===== config.mk =====
export PLATFORM = sky130hd
export DESIGN_NAME = drdr_isqrt
export DESIGN_NICKNAME = d
export VERILOG_FILES = /design/src/dielectric_refract_or_reflect_unit_assert.svh /design/src/drdr_pkg.sv /design/src/drdr_isqrt.sv
export SDC_FILE = /design/constraint.sdc
export NUM_CORES = 2
export LEC_CHECK = 0
export ABC_CLOCK_PERIOD_IN_PS = 15700
export BUFFER_PORTS_ARGS = -buffer_cell sky130_fd_sc_hd__buf_2
export CAP_MARGIN = 0
export CORE_ASPECT_RATIO = 1.75
export CORE_UTILIZATION = 56
export CTS_CLUSTER_SIZE = 16
export DETAILED_ROUTE_END_ITERATION = 12
export PLACE_DENSITY = 0.75
export SETUP_SLACK_MARGIN = 0.4
export SYNTH_ARGS = -nofsm -noshare
export SYNTH_HDL_FRONTEND = slang
export SYNTH_SLANG_ARGS = --single-unit

===== constraint.sdc =====
create_clock -name clk -period 15.7 [get_ports clk]
set_clock_uncertainty 0.05 [all_clocks]
set_input_delay 2.355 -clock clk [delete_from_list [all_inputs] [get_ports clk]]
set_output_delay 2.355 -clock clk [all_outputs]
set_load 0.1 [all_outputs]

===== src/dielectric_refract_or_reflect_unit_assert.svh =====
// Assertion macros for the dielectric unit
`ifndef DIELECTRIC_REFRACT_OR_REFLECT_UNIT_ASSERT_SVH
`define DIELECTRIC_REFRACT_OR_REFLECT_UNIT_ASSERT_SVH

// condition holds at every edge outside reset
`define DRDR_ASSERT_HOLDS(label, cond, msg) \
    label: assert property (@(posedge clk) disable iff (!rst_n) (cond)) \
        else $error(msg);

// antecedent now, consequent at the next edge
`define DRDR_ASSERT_NEXT(label, ante, cons, msg) \
    label: assert property (@(posedge clk) disable iff (!rst_n) (ante) |=> (cons)) \
        else $error(msg);

`endif


===== src/drdr_pkg.sv =====
`timescale 1ns / 1ps
`default_nettype none

package drdr_pkg;

    localparam int SQRT_LAT = 8;

    localparam logic [1:0] REG_INDEX      = 2'd0;
    localparam logic [1:0] REG_TINT_RED   = 2'd1;
    localparam logic [1:0] REG_TINT_GREEN = 2'd2;
    localparam logic [1:0] REG_TINT_BLUE  = 2'd3;

    localparam logic [13:0] INDEX_RESET   = 14'd6144;
    localparam logic [17:0] RECIP_RESET   = 18'd43690;
    localparam logic [15:0] TINT_RESET    = 16'hFFFF;
    localparam logic [17:0] ETA_MAX       = 18'h3FFFF;
    localparam logic [13:0] INDEX_SAT     = 14'd1025;
    localparam logic [4:0]  DIV_LAST      = 5'd28;

    localparam logic signed [33:0] COS_MAX = 34'sd268435456;
    localparam logic [56:0]        ONE56   = 57'd1 << 56;
    localparam logic [61:0]        ONE56_W = 62'd1 << 56;
    localparam logic signed [67:0] HALF44  = 68'sd1 <<< 43;
    localparam logic signed [50:0] HALF28  = 51'sd1 <<< 27;
    localparam logic signed [23:0] DIR_MAX = 24'sd16384;

    typedef struct packed {
        logic                valid;
        logic [2:0][15:0]    d;
        logic [2:0][15:0]    n;
        logic [17:0]         eta;
        logic [2:0][15:0]    col;
        logic [2:0][31:0]    p;
        logic signed [32:0]  dn;
        logic signed [29:0]  cosv;
        logic [56:0]         rad;
        logic [28:0]         sinv;
        logic [46:0]         prod;
        logic                refr;
        logic signed [48:0]  ec;
        logic [56:0]         k;
        logic [2:0][50:0]    rfl;
        logic [28:0]         r;
        logic signed [49:0]  coef;
        logic [2:0][34:0]    ed;
        logic [2:0][65:0]    cn;
    } item_t;

    function automatic logic [15:0] tint_mul(input logic [15:0] c, input logic [15:0] t);
        logic [31:0] pr;
        pr = {16'd0, c} * {16'd0, t};
        pr = pr + 32'h0000_8000;
        return pr[31:16];
    endfunction

    function automatic logic [15:0] sat_dir(input logic signed [23:0] v);
        logic signed [23:0] s;
        s = v;
        if (v > DIR_MAX)
            s = DIR_MAX;
        else if (v < -DIR_MAX)
            s = -DIR_MAX;
        return s[15:0];
    endfunction

endpackage

`default_nettype wire


===== src/drdr_isqrt.sv =====
`timescale 1ns / 1ps
`default_nettype none

module drdr_isqrt
    import drdr_pkg::*;
(
    input  logic        clk,
    input  logic        en,
    input  logic [63:0] value,
    output logic [28:0] root
);

    localparam int STEPS = 4;

    logic [35:0] rem_reg  [SQRT_LAT];
    logic [31:0] root_reg [SQRT_LAT];
    logic [63:0] val_reg  [SQRT_LAT];

    logic [35:0] rem_next  [SQRT_LAT];
    logic [31:0] root_next [SQRT_LAT];
    logic [63:0] val_next  [SQRT_LAT];

    for (genvar j = 0; j < SQRT_LAT; j++)
    begin : g_stage
        always_comb
        begin
            logic [35:0] rm;
            logic [31:0] rt;
            logic [63:0] vl;
            logic [35:0] trial;
            if (j == 0)
            begin
                rm = '0;
                rt = '0;
                vl = value;
            end
            else
            begin
                rm = rem_reg[j-1];
                rt = root_reg[j-1];
                vl = val_reg[j-1];
            end
            for (int s = 0; s < STEPS; s++)
            begin
                rm = {rm[33:0], vl[63:62]};
                vl = {vl[61:0], 2'b00};
                trial = {2'b00, rt, 2'b01};
                if (rm >= trial)
                begin
                    rm = rm - trial;
                    rt = {rt[30:0], 1'b1};
                end
                else
                begin
                    rt = {rt[30:0], 1'b0};
                end
            end
            rem_next[j]  = rm;
            root_next[j] = rt;
            val_next[j]  = vl;
        end

        always_ff @(posedge clk)
        begin
            if (en)
            begin
                rem_reg[j]  <= rem_next[j];
                root_reg[j] <= root_next[j];
                val_reg[j]  <= val_next[j];
            end
        end
    end

    assign root = root_reg[SQRT_LAT-1][28:0];

endmodule

`default_nettype wire


==> results.txt <==
WHS Endpoint: val_reg[3][47]
Most common cell after layout, fill and taps aside: a21oi_1
Yosys warning total: 0
IO Pins: 95
RD Place Congestion: 1.02
Register area share after synthesis: 0.278
RR Startpoint: root_reg[1][32]
Crit path max fanout: 39
Die ar.: 118000 sq um
Inserted Clock Buffers: 66
CTS sink count: 603
CP bufs+invs: 4
Layout fillers: 10400
Mapped Area: 65100 sq um
Starting density of the core: 0.564
Fraction of layout cells with a size suffix above 1: 0.0709
Die width: 260 um
CTS tree: done
Crit path required time: 16090 ps
Core area: 115000 sq um
Max-slew headroom: 0.199
Hold Vio Cnt, Final: 0
Die height: 453 um
First-pass GRT wire length: 332000 um
PnR worst setup slack: 1210 ps
1st-iter DRT viols: 5028
Hold Path Stages: 0
Port bufs: 94
Buffers from clock root to sink, at most: 3
Final setup violation count: 0
Post-route ant nets: 0
Status: finished, final reports clean
CP endpoint kind: flip-flop
Synthesis-to-finish area growth: 6.15%
Routed wire per std cell: 23.7 um
HPWL Detailed: 176000 um
Post-route minimum period: 14490 ps
RSZ-0062 raised after global routing: yes
Hold crit path type: reg2reg
Reg-to-reg endpoint: rem_reg[6][3]
FF-to-FF setup slack: 1210 ps
Vias/cell: 6.58
1st-pass router iterations: 8
Async set-or-reset flop fraction in the synthesized netlist: 0
Setup TNS: 0 ps
Routed wire length: 220000 um
Max stage delay on crit path: 990 ps
Yosys cell types: 133
CTS Root Cell: clkbuf_16
Total of max-cap violations: 0
Largest net degree at the start of global routing: 119
Most frequent cells in the layout: 693 x a21oi_1, 692 x nand2_1, 624 x nor2_1
Number of global-route vias before repair: 59900
DR vias: 61000
Post-Syn Area per Cell: 8.41 sq um
Post-Synthesis Cells: 7739
Worst-Margin Slew: 1190 ps
Initial antenna violation count: 8
Post-synth top flop: edfxtp_1
Crit-path most repeated cell: a21oi_1
GRT overflow: 0
WS Path Type: reg2reg
Register bit count reported by yosys: 603
Crit path max-delay cell type: a2111oi_0
Final Util: 0.599
H-tree depth: 3
Post-Place Setup Slack: 1060 ps
Hold path start: val_reg[2][39]
Max reg flops: 238
Critical Path AT: 14870 ps
Max Freq: 0.0690 GHz
CP Launch Type: flip-flop
Crit path max-delay family: compound AO/OA/AOI/OAI gates
Post-synth EDFFs: 603
Std cell rows: 165
Fin crit share: 0.923
Clock edge transition at the registers on the reported setup and hold paths: 70 ps
Worst r2r path cells: 59
Skew-Pair Late Insertion Delay: 700 ps
Fin. max-slew vios: 0
DR DRC count: 0
Final nets: 8343
All-layer global routing usage: 0.364
## synth_stat cells (33+ instances only)
library cell,count,share of area
o21ai_0,428,0.033
xor2_1,268,0.036
nand4_1,147,0.014
o211ai_1,54,0.0062
nor2b_1,74,0.0071
o21a_1,88,0.010
nor4_1,100,0.0096
a21o_1,323,0.037
ha_1,560,0.11
nand2_1,693,0.040
nand3_1,218,0.017
edfxtp_1,603,0.28
o31a_1,39,0.0052
inv_1,370,0.021
and4_1,33,0.0044
xnor2_1,474,0.064
or2_2,46,0.0044
o21ai_1,40,0.0031
a31oi_1,90,0.0087
buf_2,39,0.0030
or4_1,45,0.0052
nor2_1,624,0.036
a211oi_1,74,0.0085
clkbuf_1,141,0.0081
or3_1,74,0.0071
mux2_2,64,0.011
nor3_1,206,0.016
o31ai_1,83,0.0096
and2_1,88,0.0085
o21bai_1,87,0.010
a21oi_1,693,0.053
and3_1,92,0.0088
nand2b_1,86,0.0083
## through the flow
| stage | std cells | instance area [sq um] | hold slack [ps] |
|---|---|---|---|
| floorplan | 7741 | 65100 | 350 |
| global placement | 9146 | 66700 | 350 |
| detailed placement | 9146 | 66700 | 355 |
| CTS | 9265 | 69000 | 363 |
| global route | 9273 | 69100 | 372 |
| finish | 9276 | 69100 | 364 |
## worst max path at each step
| stage | startpoint | endpoint | slack, ps | cells after the start |
|---|---|---|---|---|
| 6_report | root_reg[1][32] | rem_reg[6][3] | 1210 | 59 |
| 5_1_grt | root_reg[1][32] | rem_reg[6][3] | 380 | 57 |
| 4_1_cts | root_reg[1][52] | rem_reg[6][3] | 960 | 56 |
| 3_5_place_dp | root_reg[1][53] | rem_reg[6][3] | 1060 | 56 |
| 3_3_place_gp | root_reg[0][67] | rem_reg[3][9] | 1080 | 53 |
| 2_1_floorplan | root_reg[1][53] | rem_reg[6][16] | 2960 | 67 |
## logic make-up after synthesis
logic type               Yosys count  synth area share
XOR/XNOR                         746             0.101
AND/OR/NAND/NOR                 2722             0.215
flip-flops                       603             0.278
other                              1         0.0000576
multiplexers                     106            0.0179
adder cells (fa/ha/maj)          560             0.108
AO/OA/AOI/OAI                   2375             0.241
buffers and inverters            626            0.0391
## layer usage
layer  share of wire  global-route usage  vias to the layer above
met2            0.52               0.680                     2324
met5        0.000082                   0                        -
met4            0.10               0.322                        2
li1                -                   -                    28900
met1            0.34               0.344                    28700
met3           0.045              0.0445                     1001
## what timing repair did
item / in CTS / in global routing
setup endpoints to repair: 0 / 71
resized for setup: 0 / 11
buffers inserted: 0 / 4
hold buffers: 0 / 0
## cell type report
class / instances / area [sq um] / share of cell area
sequential: 603 / 18100 / 0.262
tap: 1503 / 1880 / 0.0272
timing repair inverter: 1 / 7.51 / 0.000109
clock inverter: 45 / 514 / 0.00744
antenna: 5 / 12.5 / 0.000181
inverter: 389 / 1470 / 0.0213
multi-input combinational: 6512 / 44500 / 0.644
clock buffer: 74 / 1720 / 0.0250
timing repair buffer: 144 / 873 / 0.0126
Power is left out: the tool's default activity adds up to more than one toggle a clock period on the data nets, which glitch-free logic cannot reach.
